[config.mk]
export PLATFORM = sky130hd
export DESIGN_NAME = ordered_slot_ring_tracker_unit
export DESIGN_NICKNAME = d
export VERILOG_FILES = /design/src/hw/rtl/osrt_pkg.sv /design/src/hw/rtl/ordered_slot_ring_tracker_unit.sv /design/src/hw/rtl/osrt_walk_unit.sv
export SDC_FILE = /design/constraint.sdc
export NUM_CORES = 1
export LEC_CHECK = 0
export BUFFER_PORTS_ARGS = -buffer_cell sky130_fd_sc_hd__clkbuf_2
export CORE_MARGIN = 2
export CORE_UTILIZATION = 47
export CTS_BUF_LIST = sky130_fd_sc_hd__clkbuf_8
export DETAILED_ROUTE_END_ITERATION = 10
export PLACE_DENSITY = 0.73
export SYNTH_ARGS = -nofsm -noshare
export SYNTH_HDL_FRONTEND = slang
export SYNTH_SLANG_ARGS = --single-unit
export TNS_END_PERCENT = 10
[constraint.sdc]
create_clock -name i_clk -period 2.65 [get_ports i_clk]
set_input_delay 0.3975 -clock i_clk [delete_from_list [all_inputs] [get_ports i_clk]]
set_output_delay 0.3975 -clock i_clk [all_outputs]
set_load 0.005 [all_outputs]
[src/hw/rtl/osrt_pkg.sv]
// Shared definitions for the ordered slot ring tracker.
// Command codes, status codes, sequencer states and the step-unit status bundle.
// No dependencies.
`timescale 1ns / 1ps

package osrt_pkg;

    // Default ring size
    localparam int SLOTS_DEFAULT = 16;

    // Field widths of the stream payloads
    localparam int MODE_W   = 3;
    localparam int SID_W    = 4;
    localparam int STATUS_W = 2;
    localparam int SLOT_W   = 4;
    localparam int WCNT_W   = 8;

    // Command codes
    localparam logic [MODE_W-1:0] MODE_PUT     = 3'd0;
    localparam logic [MODE_W-1:0] MODE_MAKE    = 3'd1;
    localparam logic [MODE_W-1:0] MODE_TAKE    = 3'd2;
    localparam logic [MODE_W-1:0] MODE_RELEASE = 3'd3;
    localparam logic [MODE_W-1:0] MODE_OPEN    = 3'd4;
    localparam logic [MODE_W-1:0] MODE_CLOSE   = 3'd5;

    // Result status codes
    localparam logic [STATUS_W-1:0] STAT_DONE   = 2'd0;
    localparam logic [STATUS_W-1:0] STAT_WAIT   = 2'd1;
    localparam logic [STATUS_W-1:0] STAT_CLOSED = 2'd2;

    // Writer count ceiling
    localparam logic [WCNT_W-1:0] WRITERS_MAX = 8'hFF;

    // Sequencer states
    typedef enum logic [1:0] {
        ST_IDLE,
        ST_EXEC,
        ST_WALK,
        ST_EMIT
    } t_state;

    // Status from the step unit to the sequencer
    typedef struct packed {
        logic stop;  // head walk ends at this slot
        logic sat;   // credit counter already at its ceiling
    } t_walk_stat;

endpackage

[src/hw/rtl/ordered_slot_ring_tracker_unit.sv]
// Top level of the ordered slot ring tracker: command stream in, one result per command out.
// Holds slot ownership/ready bits, ring heads, credit counters and the command sequencer.
// Depends on osrt_pkg and osrt_walk_unit.
`timescale 1ns / 1ps

// Each command on the slave stream yields exactly one result on the master stream. A command
// is taken only while the sequencer is idle. Put, take, open_writer, close_writer and ignored
// commands pass through the execute and emit states before the next command is taken. A
// make_available or release that hits its head walks the ring one slot per cycle through the
// shared step unit, between the execute and emit states. The walk stops at the first slot not
// yet done or at its bounding head (put_head for the ready run, take_head for the release
// run), so the head advances by at most SLOTS - 1 slots. A finished result waits in the
// output register while the next command is accepted and executed; the sequencer only stalls
// at its last step if that register is still full. Slot indexes come from a 4-bit field, so
// with SLOTS above 16 only slots 0..15 can be made available or released; granted slot and
// credit fields carry the low 4 bits of their values.
module ordered_slot_ring_tracker_unit #(
    parameter int SLOTS = osrt_pkg::SLOTS_DEFAULT
) (
    input  logic        i_clk,
    input  logic        i_rst_n,
    input  logic        s_axis_tvalid,
    output logic        s_axis_tready,
    input  logic [7:0]  s_axis_tdata,   // [2:0] mode, [6:3] slot_id, [7] zero
    output logic        m_axis_tvalid,
    input  logic        m_axis_tready,
    output logic [15:0] m_axis_tdata    // [1:0] status, [5:2] granted_slot, [9:6] put_credits,
                                        // [13:10] take_credits, [14] is_closed, [15] zero
);

    localparam int IW = $clog2(SLOTS);

    // Tracker state
    logic [SLOTS-1:0]              r_owned, n_owned;
    logic [SLOTS-1:0]              r_ready, n_ready;
    logic [IW-1:0]                 r_put_head, n_put_head;
    logic [IW-1:0]                 r_ready_head, n_ready_head;
    logic [IW-1:0]                 r_take_head, n_take_head;
    logic [IW-1:0]                 r_rel_head, n_rel_head;
    logic [IW-1:0]                 r_free, n_free;
    logic [IW-1:0]                 r_rcnt, n_rcnt;
    logic                          r_closed, n_closed;
    logic [osrt_pkg::WCNT_W-1:0]   r_writers, n_writers;

    // Sequencer and command registers
    osrt_pkg::t_state              r_state, n_state;
    logic [osrt_pkg::MODE_W-1:0]   r_mode, n_mode;
    logic [osrt_pkg::SID_W-1:0]    r_sid, n_sid;
    logic [osrt_pkg::STATUS_W-1:0] r_status, n_status;
    logic [IW-1:0]                 r_granted, n_granted;
    logic [IW:0]                   r_steps, n_steps;

    // Output register
    logic                          r_out_valid, n_out_valid;
    logic [15:0]                   r_out_data, n_out_data;

    // Step unit connections
    logic [IW-1:0]                 w_head, w_limit, w_count, w_head_nx, w_count_nx;
    logic                          w_bit_ok;
    osrt_pkg::t_walk_stat          w_stat;

    logic [IW-1:0]                 sid_idx;
    logic                          sid_ok;

    assign sid_idx = IW'(r_sid);
    assign sid_ok  = (32'(r_sid) < SLOTS);

    assign s_axis_tready = (r_state == osrt_pkg::ST_IDLE);
    assign m_axis_tvalid = r_out_valid;
    assign m_axis_tdata  = r_out_data;

    // Operand select for the shared step unit
    always_comb begin
        case (r_mode)
            osrt_pkg::MODE_PUT:  w_head = r_put_head;
            osrt_pkg::MODE_MAKE: w_head = r_ready_head;
            osrt_pkg::MODE_TAKE: w_head = r_take_head;
            default:             w_head = r_rel_head;
        endcase
        if (r_mode == osrt_pkg::MODE_MAKE) begin
            w_limit  = r_put_head;
            w_bit_ok = r_ready[r_ready_head];
            w_count  = r_rcnt;
        end else begin
            w_limit  = r_take_head;
            w_bit_ok = !r_owned[r_rel_head];
            w_count  = r_free;
        end
    end

    osrt_walk_unit #(
        .SLOTS (SLOTS)
    ) u_walk (
        .i_head     (w_head),
        .i_limit    (w_limit),
        .i_bit_ok   (w_bit_ok),
        .i_count    (w_count),
        .i_steps    (r_steps),
        .o_head_nx  (w_head_nx),
        .o_count_nx (w_count_nx),
        .o_stat     (w_stat)
    );

    // Sequencer: next state and state updates
    always_comb begin
        n_owned      = r_owned;
        n_ready      = r_ready;
        n_put_head   = r_put_head;
        n_ready_head = r_ready_head;
        n_take_head  = r_take_head;
        n_rel_head   = r_rel_head;
        n_free       = r_free;
        n_rcnt       = r_rcnt;
        n_closed     = r_closed;
        n_writers    = r_writers;
        n_state      = r_state;
        n_mode       = r_mode;
        n_sid        = r_sid;
        n_status     = r_status;
        n_granted    = r_granted;
        n_steps      = r_steps;
        n_out_valid  = r_out_valid && !m_axis_tready;
        n_out_data   = r_out_data;

        case (r_state)
            osrt_pkg::ST_IDLE: begin
                if (s_axis_tvalid) begin
                    n_mode  = s_axis_tdata[2:0];
                    n_sid   = s_axis_tdata[6:3];
                    n_state = osrt_pkg::ST_EXEC;
                end
            end

            osrt_pkg::ST_EXEC: begin
                n_status  = osrt_pkg::STAT_DONE;
                n_granted = '0;
                n_steps   = '0;
                n_state   = osrt_pkg::ST_EMIT;
                case (r_mode)
                    osrt_pkg::MODE_PUT: begin
                        if (r_free == '0) begin
                            n_status = osrt_pkg::STAT_WAIT;
                        end else begin
                            n_granted           = r_put_head;
                            n_owned[r_put_head] = 1'b1;
                            n_put_head          = w_head_nx;
                            n_free              = r_free - IW'(1);
                        end
                    end
                    osrt_pkg::MODE_MAKE: begin
                        if (sid_ok) begin
                            n_ready[sid_idx] = 1'b1;
                            if (r_ready_head == sid_idx) n_state = osrt_pkg::ST_WALK;
                        end
                    end
                    osrt_pkg::MODE_TAKE: begin
                        if (r_rcnt == '0) begin
                            n_status = r_closed ? osrt_pkg::STAT_CLOSED : osrt_pkg::STAT_WAIT;
                        end else begin
                            n_granted            = r_take_head;
                            n_ready[r_take_head] = 1'b0;
                            n_take_head          = w_head_nx;
                            n_rcnt               = r_rcnt - IW'(1);
                        end
                    end
                    osrt_pkg::MODE_RELEASE: begin
                        if (sid_ok) begin
                            n_owned[sid_idx] = 1'b0;
                            if (r_rel_head == sid_idx) n_state = osrt_pkg::ST_WALK;
                        end
                    end
                    osrt_pkg::MODE_OPEN: begin
                        if (r_writers != osrt_pkg::WRITERS_MAX) begin
                            n_writers = r_writers + osrt_pkg::WCNT_W'(1);
                        end
                    end
                    osrt_pkg::MODE_CLOSE: begin
                        if (r_writers <= osrt_pkg::WCNT_W'(1)) begin
                            n_writers = '0;
                            n_closed  = 1'b1;
                        end else begin
                            n_writers = r_writers - osrt_pkg::WCNT_W'(1);
                        end
                    end
                    default: begin
                    end
                endcase
            end

            // One head step per cycle until the run ends
            osrt_pkg::ST_WALK: begin
                if (w_stat.stop) begin
                    n_state = osrt_pkg::ST_EMIT;
                end else begin
                    n_steps = r_steps + (IW + 1)'(1);
                    if (r_mode == osrt_pkg::MODE_MAKE) begin
                        n_ready_head = w_head_nx;
                        n_rcnt       = w_count_nx;
                    end else begin
                        n_rel_head = w_head_nx;
                        n_free     = w_count_nx;
                    end
                end
            end

            // Hand the result to the output register once it has room
            osrt_pkg::ST_EMIT: begin
                if (!r_out_valid || m_axis_tready) begin
                    n_out_valid = 1'b1;
                    n_out_data  = {1'b0, r_closed, 4'(r_rcnt), 4'(r_free),
                                   4'(r_granted), r_status};
                    n_state     = osrt_pkg::ST_IDLE;
                end
            end

            default: begin
                n_state = osrt_pkg::ST_IDLE;
            end
        endcase
    end

    // Control and tracker state
    always_ff @(posedge i_clk) begin
        if (!i_rst_n) begin
            r_state      <= osrt_pkg::ST_IDLE;
            r_out_valid  <= 1'b0;
            r_owned      <= '0;
            r_ready      <= '0;
            r_put_head   <= '0;
            r_ready_head <= '0;
            r_take_head  <= '0;
            r_rel_head   <= '0;
            r_free       <= IW'(SLOTS - 1);
            r_rcnt       <= '0;
            r_closed     <= 1'b0;
            r_writers    <= '0;
        end else begin
            r_state      <= n_state;
            r_out_valid  <= n_out_valid;
            r_owned      <= n_owned;
            r_ready      <= n_ready;
            r_put_head   <= n_put_head;
            r_ready_head <= n_ready_head;
            r_take_head  <= n_take_head;
            r_rel_head   <= n_rel_head;
            r_free       <= n_free;
            r_rcnt       <= n_rcnt;
            r_closed     <= n_closed;
            r_writers    <= n_writers;
        end
    end

    // Payload registers
    always_ff @(posedge i_clk) begin
        r_mode     <= n_mode;
        r_sid      <= n_sid;
        r_status   <= n_status;
        r_granted  <= n_granted;
        r_steps    <= n_steps;
        r_out_data <= n_out_data;
    end

endmodule

[src/hw/rtl/osrt_walk_unit.sv]
// Shared ring step unit: head increment, credit increment and walk stop test.
// Used by put/take for head advance and by the head walk of make_available/release.
// Depends on osrt_pkg.
`timescale 1ns / 1ps

module osrt_walk_unit #(
    parameter int SLOTS = osrt_pkg::SLOTS_DEFAULT
) (
    input  logic [$clog2(SLOTS)-1:0] i_head,
    input  logic [$clog2(SLOTS)-1:0] i_limit,
    input  logic                     i_bit_ok,
    input  logic [$clog2(SLOTS)-1:0] i_count,
    input  logic [$clog2(SLOTS):0]   i_steps,
    output logic [$clog2(SLOTS)-1:0] o_head_nx,
    output logic [$clog2(SLOTS)-1:0] o_count_nx,
    output osrt_pkg::t_walk_stat     o_stat
);

    localparam int IW = $clog2(SLOTS);

    // Ring successor of the head
    assign o_head_nx = (i_head == IW'(SLOTS - 1)) ? '0 : i_head + IW'(1);

    // Saturating credit increment
    assign o_stat.sat  = (i_count == IW'(SLOTS - 1));
    assign o_count_nx  = o_stat.sat ? i_count : i_count + IW'(1);

    // Walk ends at a slot not yet done, at the bounding head, or after a full lap
    assign o_stat.stop = !i_bit_ok || (i_head == i_limit) || (i_steps == (IW + 1)'(SLOTS));

endmodule

==> metrics, run 1 <==
Worst R2R End=r_rcnt[0]$_SDFFE_PN0P_; Non-Filler Instances=868; Site Rows=40; Clock Latency Late Sink=390 ps; Final HPWL DP=10800 um; Seq cells post-synth=101; cell area after layout=6610 um2; GRT overflow=0; clock slew at reported path FFs=90 ps; fill cell count=1083; crit path kind=flop to flop; Clock Tree Buf Depth=2; RSZ-0062 raised after global routing=yes; Synth top area share=0.234; asr flop ratio synth=0; antenna violations before repair=0; Critical R2R Launch=r_mode[0]$_DFFE_PP_; Final Skew=14.3 ps; final total power=5.27 mW; Die W=115 um; # placed instances=849; Die ar.=13300 um2; DP Area=6390 um2; initial DRC count=449; Routed WL=14500 um; global-route wire length before repair=23600 um; Mapped Area=5830 um2; Worst Path Required=2970 ps; most common cell after layout, fill and taps aside=nand2_1; antenna viol nets, final=0; Max Fclk=389 MHz; Hold Vio Cnt, Final=0; Floorplan Core Area=12100 um2; Max Cap Viol=0; TritonCTS Buffers=9; CTS tree=built; worst vdd ir=0.361 mV; pre-CTS setup slack=-41.3 ps; H-tree levels=3; met3 usage=0.0532; WL/cell=16.7 um; max-slew violation count=0; Post-layout nets=720; Sink Count=101; Max FO, Critical Path=14; Worst Hold Depth=1; Antenna diodes=0; fin crit share=0.971; Mapped Nets=673; layer carrying the most global-route usage=met2; most area-consuming cells after synthesis=dfxtp_1, edfxtp_1, mux2i_1, nand2_1, nor2_1; Area growth, synth to finish=13.4%; reg2reg path depth=10; DRC viols=0; min cycle time layout=2570 ps; synthesized area per cell=8.99 um2; number of flops mapped to enable cells by yosys=33; vias per cell=5.84; critical hold path startpoint=s_axis_tdata[0]; area leader, netlist=dfxtp_1; distinct cell type count after synthesis=77; Hold WS=185 ps; Power Density=797 nW/um2; Core Util, Final=0.548; Syn Inst Count=648; Global Route met1 Usage=0.280; DR pass1 iterations=9; CTS root buffer=clkbuf_8; most frequent cells in the layout=nand2_1, dfxtp_1, nor2_1, buf_4, edfxtp_1; R2R setup slack=80 ps; Crit. End Element=flop; Initial Util=0.483; setup TNS=0 ps; max_slew headroom=0.581; Hold Path Class=input port to flop; GP Congestion=0.957; Slew @ Worst Pin=623 ps; CP arrival=2890 ps; Startpoint Class=flop; largest net degree at the start of global routing=30; Post-CTS Hold Fix Bufs=0; layout cells sized above 1=0.201; final worst slack=77.0 ps; vias in the first global route=4775; met2 global-route usage=0.381; most common flop cell mapped by yosys=dfxtp_1; Hold EP=r_mode[0]$_DFFE_PP_; outcome=complete, no violations; Die Ht=115 um; gr usage total=0.227; DR vias=5067; final setup fails=0; number of port buffers=27; sequential fraction of the synthesis area=0.404; num ports=30; Synth warnings=0; leak pwr=2.51 nW
flip-flops by register name (all words and copies together), names as in the netlist:
| signal | cells |
|---|---|
| r_owned | 16 |
| r_ready | 16 |
| m_axis_tdata | 15 |
| r_writers | 8 |
| r_steps | 5 |
| r_free | 4 |
| r_granted | 4 |
| r_put_head | 4 |
| r_rcnt | 4 |
| r_ready_head | 4 |
| r_rel_head | 4 |
| r_sid | 4 |
| r_take_head | 4 |
| r_mode | 3 |
| r_state | 2 |
| r_status | 2 |
| m_axis_tvalid | 1 |
| r_closed | 1 |
worst max-delay path: stages (launching register included):
cell      delay, ps
edfxtp_1        370
buf_4           200
buf_4           170
mux2i_1         140
a22o_1          210
or3_1           360
and4_4          190
a41oi_4         230
buf_12          160
mux2_2          330
a21boi_1        150
how the worst max path moves through the flow:
stage | cells past startpoint | endpoint | start
after global routing | 10 | r_rcnt[0]$_SDFFE_PN0P_ | r_mode[0]$_DFFE_PP_
after CTS | 9 | r_steps[2]$_SDFFCE_PN0P_ | r_mode[0]$_DFFE_PP_
final | 10 | r_rcnt[0]$_SDFFE_PN0P_ | r_mode[0]$_DFFE_PP_
after floorplan | 8 | r_steps[0]$_SDFFCE_PN0P_ | r_mode[0]$_DFFE_PP_
after global placement | 8 | r_steps[0]$_SDFFCE_PN0P_ | r_mode[1]$_DFFE_PP_
after detailed placement | 8 | r_steps[0]$_SDFFCE_PN0P_ | r_mode[1]$_DFFE_PP_
cell type report:
cell class / count / area (um2) / area share
inverter: 30 / 113 / 0.0170
clock buffer: 9 / 124 / 0.0187
multi-input combinational: 467 / 3140 / 0.475
tap: 168 / 210 / 0.0318
sequential: 101 / 2350 / 0.356
clock inverter: 7 / 66.3 / 0.0100
timing repair buffer: 86 / 603 / 0.0912
cells by family (layout without fill, tap and decap cells):
| group | Yosys count | in the layout | synth area share |
|---|---|---|---|
| AO/OA/AOI/OAI | 132 | 132 | 0.166 |
| other | 1 | 1 | 0.000643 |
| adder cells (fa/ha/maj) | 13 | 13 | 0.0279 |
| multiplexers | 41 | 41 | 0.0848 |
| buffers and inverters | 80 | 132 | 0.0593 |
| AND/OR/NAND/NOR | 259 | 259 | 0.226 |
| XOR/XNOR | 21 | 21 | 0.0316 |
| flip-flops | 101 | 101 | 0.404 |
layer usage:
layer | up-vias | share of wire
li1 | 2413 | -
met1 | 2387 | 0.43
met2 | 219 | 0.47
met3 | 48 | 0.069
met4 | 0 | 0.032
met5 | - | 0
report_power, final:
part           switching (mW)  leakage (nW)  total (mW)  internal (mW)
sequential              0.206         0.854        2.07           1.86
clock                   0.544        0.0903       0.974          0.430
combinational            1.26          1.56        2.23          0.969
total                    2.01          2.51        5.27           3.26
Yosys cell counts, types with 3 or more instances:
library cell and instances:
a31oi_1 6, nand4_1 5, ha_1 13, o211ai_1 3
a22o_1 5, nor2b_1 24, a21boi_0 3, mux2i_1 28
a21o_1 3, o21ai_0 30, nor4_1 6, a22oi_1 6
mux2_2 7, o221a_2 13, nand2_1 70, o21a_1 4
or3_1 3, clkbuf_1 37, nor2_1 57, o211a_1 5
nand3b_1 5, a21oi_1 24, xnor2_1 15, buf_2 6
edfxtp_1 33, nor3_1 22, nand3_1 24, nor3b_1 7
buf_4 4, inv_1 29, a221oi_1 3, nand3_2 3
dfxtp_1 68, nand2b_1 8, xor2_1 6, and3_1 3
mux4_2 6, and2_1 5, buf_6 3
what timing repair did:
item | CTS | global route
endpoints found under the setup margin | 7 | 8
buffers inserted | 3 | 0
pin swaps | 0 | 0
resized for setup | 1 | 2
No activity file was read; power rests on OpenSTA's default activity.
==> inputs of run 2 (changes only) <==
--- a/config.mk
+++ b/config.mk
@@ -7,10 +7,10 @@
 export LEC_CHECK = 0
 export BUFFER_PORTS_ARGS = -buffer_cell sky130_fd_sc_hd__clkbuf_2
 export CORE_MARGIN = 2
-export CORE_UTILIZATION = 47
+export CORE_UTILIZATION = 60
 export CTS_BUF_LIST = sky130_fd_sc_hd__clkbuf_8
 export DETAILED_ROUTE_END_ITERATION = 10
-export PLACE_DENSITY = 0.73
+export PLACE_DENSITY = 0.87
 export SYNTH_ARGS = -nofsm -noshare
 export SYNTH_HDL_FRONTEND = slang
 export SYNTH_SLANG_ARGS = --single-unit
==> metrics, run 2 (synthesis results as in run 1) <==
num ports=30; Die W=103 um; DR pass1 iterations=6; fin crit share=0.975; critical hold path startpoint=s_axis_tdata[5]; Slew @ Worst Pin=1020 ps; Power Density=803 nW/um2; WL/cell=18.0 um; Max Cap Viol=0; min cycle time layout=2580 ps; most common cell after layout, fill and taps aside=nand2_1; Post-layout nets=714; H-tree levels=3; Hold EP=r_sid[2]$_DFFE_PP_; GRT overflow=0; max_slew headroom=0.318; Antenna diodes=0; DR vias=5125; Worst Path Required=2960 ps; reg2reg path depth=9; cell family with most CP delay=compound AO/OA/AOI/OAI gates; Max FO, Critical Path=18; number of port buffers=27; fill cell count=719; R2R setup slack=70 ps; Critical R2R Launch=r_mode[0]$_DFFE_PP_; Area growth, synth to finish=11.5%; clock share of power=0.181; Hold Path Class=input port to flop; Die ar.=10500 um2; TritonCTS Buffers=9; DP Area=6240 um2; leak pwr=2.47 nW; most frequent cells in the layout=nand2_1, dfxtp_1, nor2_1; worst-path cell chain=buf_4 -> mux2_2 -> o22ai_2 -> or3b_1 -> a21o_1 -> a41oi_4 -> buf_6 -> mux2_2 -> a21boi_1; slowest stage delay, CP=410 ps; Sequential Power Share=0.403; final setup fails=0; largest net degree at the start of global routing=53; crit path kind=flop to flop; Floorplan Core Area=9330 um2; Initial Util=0.625; CP arrival=2890 ps; setup TNS=0 ps; Startpoint Class=flop; Crit path top cell by count=mux2_2; Sink Count=101; Hold Vio Cnt, Final=0; max-slew violation count=0; Site Rows=35; worst vdd ir=0.402 mV; vias per cell=6.23; gr usage total=0.288; GP Congestion=1.02; combinational power share=0.416; Max Fclk=387 MHz; vias in the first global route=4824; Clock Latency Late Sink=390 ps; WP buf/inv=2; Net Switching=2.02 mW; Die Ht=103 um; RSZ-0062 raised after global routing=yes; Clock Tree Buf Depth=2; Final Skew=20.3 ps; antenna violations before repair=0; Int Power=3.20 mW; antenna viol nets, final=0; CTS root buffer=clkbuf_8; Routed WL=14800 um; Crit. End Element=flop; layout cells sized above 1=0.196; Worst Hold Depth=1; DRC viols=0; CTS tree=built; outcome=complete, no violations; cell area after layout=6500 um2; Worst R2R End=r_rcnt[0]$_SDFFE_PN0P_; global-route wire length before repair=23400 um; Final HPWL DP=10700 um; initial DRC count=508; clock slew at reported path FFs=90 ps; Sw Ratio=0.387; Crit-path slowest cell=or3b_1
==> run 2: changes by cell type in the layout (fill, tap and decap cells not counted), sizes merged <==
cell	change
buf	-8
clkbuf	+2
clkinv	-1
inv	+1
==> run 2: worst max-delay path by stage <==
stage                                    from                       end  cells past startpoint
after floorplan           r_mode[0]$_DFFE_PP_  r_steps[0]$_SDFFCE_PN0P_                      8
after global placement    r_mode[1]$_DFFE_PP_    r_rcnt[0]$_SDFFE_PN0P_                      8
after detailed placement  r_mode[1]$_DFFE_PP_    r_rcnt[0]$_SDFFE_PN0P_                      8
after CTS                 r_mode[2]$_DFFE_PP_    r_rcnt[0]$_SDFFE_PN0P_                      8
after global routing      r_mode[0]$_DFFE_PP_    r_rcnt[0]$_SDFFE_PN0P_                      9
final                     r_mode[0]$_DFFE_PP_    r_rcnt[0]$_SDFFE_PN0P_                      9
==> run 2: area by class of cell <==
| cell class | instances | area [um2] | area share |
|---|---|---|---|
| multi-input combinational | 467 | 3160 | 0.486 |
| sequential | 101 | 2350 | 0.362 |
| timing repair buffer | 80 | 529 | 0.0814 |
| tap | 129 | 161 | 0.0248 |
| clock buffer | 9 | 124 | 0.0191 |
| inverter | 30 | 116 | 0.0179 |
| clock inverter | 7 | 57.6 | 0.00885 |
==> run 2: power groups by stage <==
| stage | Sequential [mW] | Combinational (mW) | Clock [mW] |
|---|---|---|---|
| 2_1_floorplan | 2.00 | 1.57 | 0 |
| 3_3_place_gp | 2.12 | 1.95 | 0 |
| 3_5_place_dp | 2.14 | 2.06 | 0 |
| 4_1_cts | 2.10 | 2.09 | 0.958 |
| 5_1_grt | 2.13 | 2.34 | 1.02 |
| 6_report | 2.10 | 2.17 | 0.944 |
==> run 2: what timing repair did <==
action	CTS	global route
buffers inserted	2	4
setup endpoints to repair	1	26
resized for setup	0	9
hold buffers	0	0
pin swaps	1	2
==> run 2: through the flow <==
step	total power [mW]	setup slack [ps]	hold slack, ps	util	std cells
final	5.22	65.7	201	0.697	823
after global routing	5.49	-84.7	194	0.697	823
after CTS	5.15	8.86	193	0.691	819
after detailed placement	4.20	18.2	407	0.669	801
after global placement	4.07	84.6	401	0.669	801
after floorplan	3.57	276	400	-	648
==> run 2: metal layers <==
| metal | up-vias | global-route usage | share of wire |
|---|---|---|---|
| met4 | 0 | 0.109 | 0.029 |
| met5 | - | 0 | 0 |
| li1 | 2397 | - | - |
| met3 | 47 | 0.0549 | 0.074 |
| met1 | 2434 | 0.365 | 0.41 |
| met2 | 247 | 0.488 | 0.49 |
==> inputs of run 3 (changes only) <==
--- a/config.mk
+++ b/config.mk
@@ -10,8 +10,9 @@
 export CORE_UTILIZATION = 60
 export CTS_BUF_LIST = sky130_fd_sc_hd__clkbuf_8
 export DETAILED_ROUTE_END_ITERATION = 10
-export PLACE_DENSITY = 0.87
+export PLACE_DENSITY = 0.88
 export SYNTH_ARGS = -nofsm -noshare
 export SYNTH_HDL_FRONTEND = slang
+export SYNTH_HIERARCHICAL = 1
 export SYNTH_SLANG_ARGS = --single-unit
 export TNS_END_PERCENT = 10
==> metrics, run 3 <==
outcome=complete, no violations; layout cells sized above 1=0.201; global-route wire length before repair=23300 um; combinational family with the most area after synthesis=simple AND/OR/NAND/NOR gates; final worst slack=89.6 ps; CP arrival=2850 ps; TritonCTS Buffers=9; Crit. End Element=flop; cell area after layout=6180 um2; H-tree levels=3; mux cell area share after synthesis=0.0648; CTS tree=built; DP Area=5820 um2; Mapped Area=5450 um2; worst vdd ir=0.426 mV; Syn Inst Count=600; RSZ-0062 raised after global routing=yes; Final HPWL DP=9990 um; Max FO, Critical Path=5; Hold Path Class=input port to flop; setup TNS=0 ps; Post-CTS Hold Fix Bufs=0; Hold Vio Cnt, Final=0; WL/cell=18.9 um; Post-layout nets=662; GP Congestion=0.956; Sink Count=101; Non-Filler Instances=751; max-slew violation count=0; Site Rows=34; asr flop ratio synth=0; leak pwr=2.24 nW; area leader, netlist=dfxtp_1; count leader, synth=dfxtp_1; min cycle time layout=2560 ps; synthesized area per cell=9.08 um2; GRT overflow=0; crit path kind=flop to flop; distinct cell type count after synthesis=68; num ports=30; Synth top cells by count=dfxtp_1, nand2_1, nor2_1, a21oi_1; Die Ht=99.3 um; Initial Util=0.622; Hold WS=189 ps; Floorplan Core Area=8760 um2; sequential fraction of the synthesis area=0.432; antenna violations before repair=0; Antenna diodes=0; Startpoint Class=flop; Final Skew=12.6 ps; most area-consuming cells after synthesis=dfxtp_1, edfxtp_1, nand2_1, a21oi_1, mux4_2; DRC viols=0; Compound-Gate Fraction of Synth Area=0.171; Clock Latency Late Sink=380 ps; Synth warnings=6; antenna viol nets, final=0; Area growth, synth to finish=13.4%; Power Density=887 nW/um2; Mapped Nets=624; clock slew at reported path FFs=100 ps; vias in the first global route=4829; most common flop cell mapped by yosys=dfxtp_1; most common cell after layout, fill and taps aside=dfxtp_1; post-synthesis xor/xnor area fraction=0.0305; CTS root buffer=clkbuf_8; max_slew headroom=0.477; fin crit share=0.966; post-synthesis simple-gate area fraction=0.229; Die W=99.3 um; post-synthesis adder-cell area fraction=0.0276; largest net degree at the start of global routing=39; Routed WL=14200 um; vias per cell=6.62; gr usage total=0.295; Synth top area share=0.250; number of flops mapped to enable cells by yosys=33; DR vias=4975; pre-CTS setup slack=-102 ps; Clock Tree Buf Depth=2; Worst Path Required=2940 ps; Slew @ Worst Pin=783 ps; fill cell count=648; most frequent cells in the layout=dfxtp_1, nand2_1, nor2_1; final setup fails=0; # placed instances=728; Die ar.=9860 um2; initial DRC count=463; Seq cells post-synth=101; DR pass1 iterations=6; Max Fclk=391 MHz; number of port buffers=27; Max Cap Viol=0
[run 3: changes by cell type after synthesis, moves of 5 or more]
cell and change:
mux2i_1 -19, a21oi_1 +16, nor2_1 -14, nor2b_1 -13
o221a_2 -12, inv_1 -11, o211ai_1 +11, a32o_1 +8
o22a_1 +8, nand2_1 -7, nand3_1 +7, a22oi_1 -5
[run 3: where the power goes]
group | total (mW) | switching, mW | internal [mW]
clock | 1.12 | 0.577 | 0.548
combinational | 2.23 | 1.28 | 0.957
sequential | 2.12 | 0.245 | 1.88
total | 5.48 | 2.10 | 3.38
[run 3: final timing paths]
check | startpoint | cells past startpoint | slack (ps) | end
worst max-delay path | r_rel_head[0]$_SDFFE_PN0P_ | 9 | 90 | r_rcnt[0]$_SDFFE_PN0P_
worst min-delay path | s_axis_tdata[2] | 1 | 190 | r_mode[2]$_DFFE_PP_
worst min register to register | r_status[0]$_DFFE_PN_ | 0 | 430 | m_axis_tdata[0]$_DFFE_PP_
worst max register to register | r_rel_head[0]$_SDFFE_PN0P_ | 9 | 90 | r_rcnt[0]$_SDFFE_PN0P_
[run 3: metal layers]
layer  share of wire  routed length [um]  GRT usage  vias up
met2            0.48                6820      0.490      317
li1                -                   -          -     2278
met5               0                   0          0        -
met1            0.39                5560      0.380     2328
met4           0.033                 464      0.131        0
met3           0.094                1330     0.0499       52
[run 3: cell families after synthesis]
| logic type | Yosys count |
|---|---|
| buffers and inverters | 60 |
| adders and majority gates | 12 |
| and+or+nand+nor | 243 |
| DFF | 101 |
| other | 1 |
| muxes | 24 |
| AOI/OAI and AO/OA | 140 |
| xor gates and xnor gates | 19 |
[run 3: worst max-delay path, stage by stage (launching register included)]
cell,delay [ps]
dfxtp_1,400
buf_4,180
mux4_2,510
mux2i_1,240
o311a_1,230
nand3_2,100
nor2b_2,190
a21boi_4,110
or2_4,280
o221a_2,220
[run 3: final cells by class]
| class | count | area [um2] | share of cell area |
|---|---|---|---|
| timing repair buffer | 69 | 454 | 0.0735 |
| inverter | 18 | 67.6 | 0.0109 |
| tap | 108 | 135 | 0.0219 |
| clock inverter | 7 | 108 | 0.0174 |
| multi-input combinational | 439 | 2940 | 0.475 |
| sequential | 101 | 2350 | 0.381 |
| clock buffer | 9 | 124 | 0.0200 |
[run 3: what timing repair did]
item | in CTS | in global routing
buffers inserted | 3 | 4
endpoints found under the setup margin | 9 | 24
pin swaps | 1 | 5
gates resized for setup | 4 | 20
[run 3: per-stage QoR]
| step | total power [mW] | utilization |
|---|---|---|
| finish | 5.48 | 0.705 |
| global route | 5.76 | 0.705 |
| CTS | 5.30 | 0.693 |
| detailed placement | 4.15 | 0.664 |
| global placement | 4.04 | 0.664 |
| floorplan | 3.55 | - |
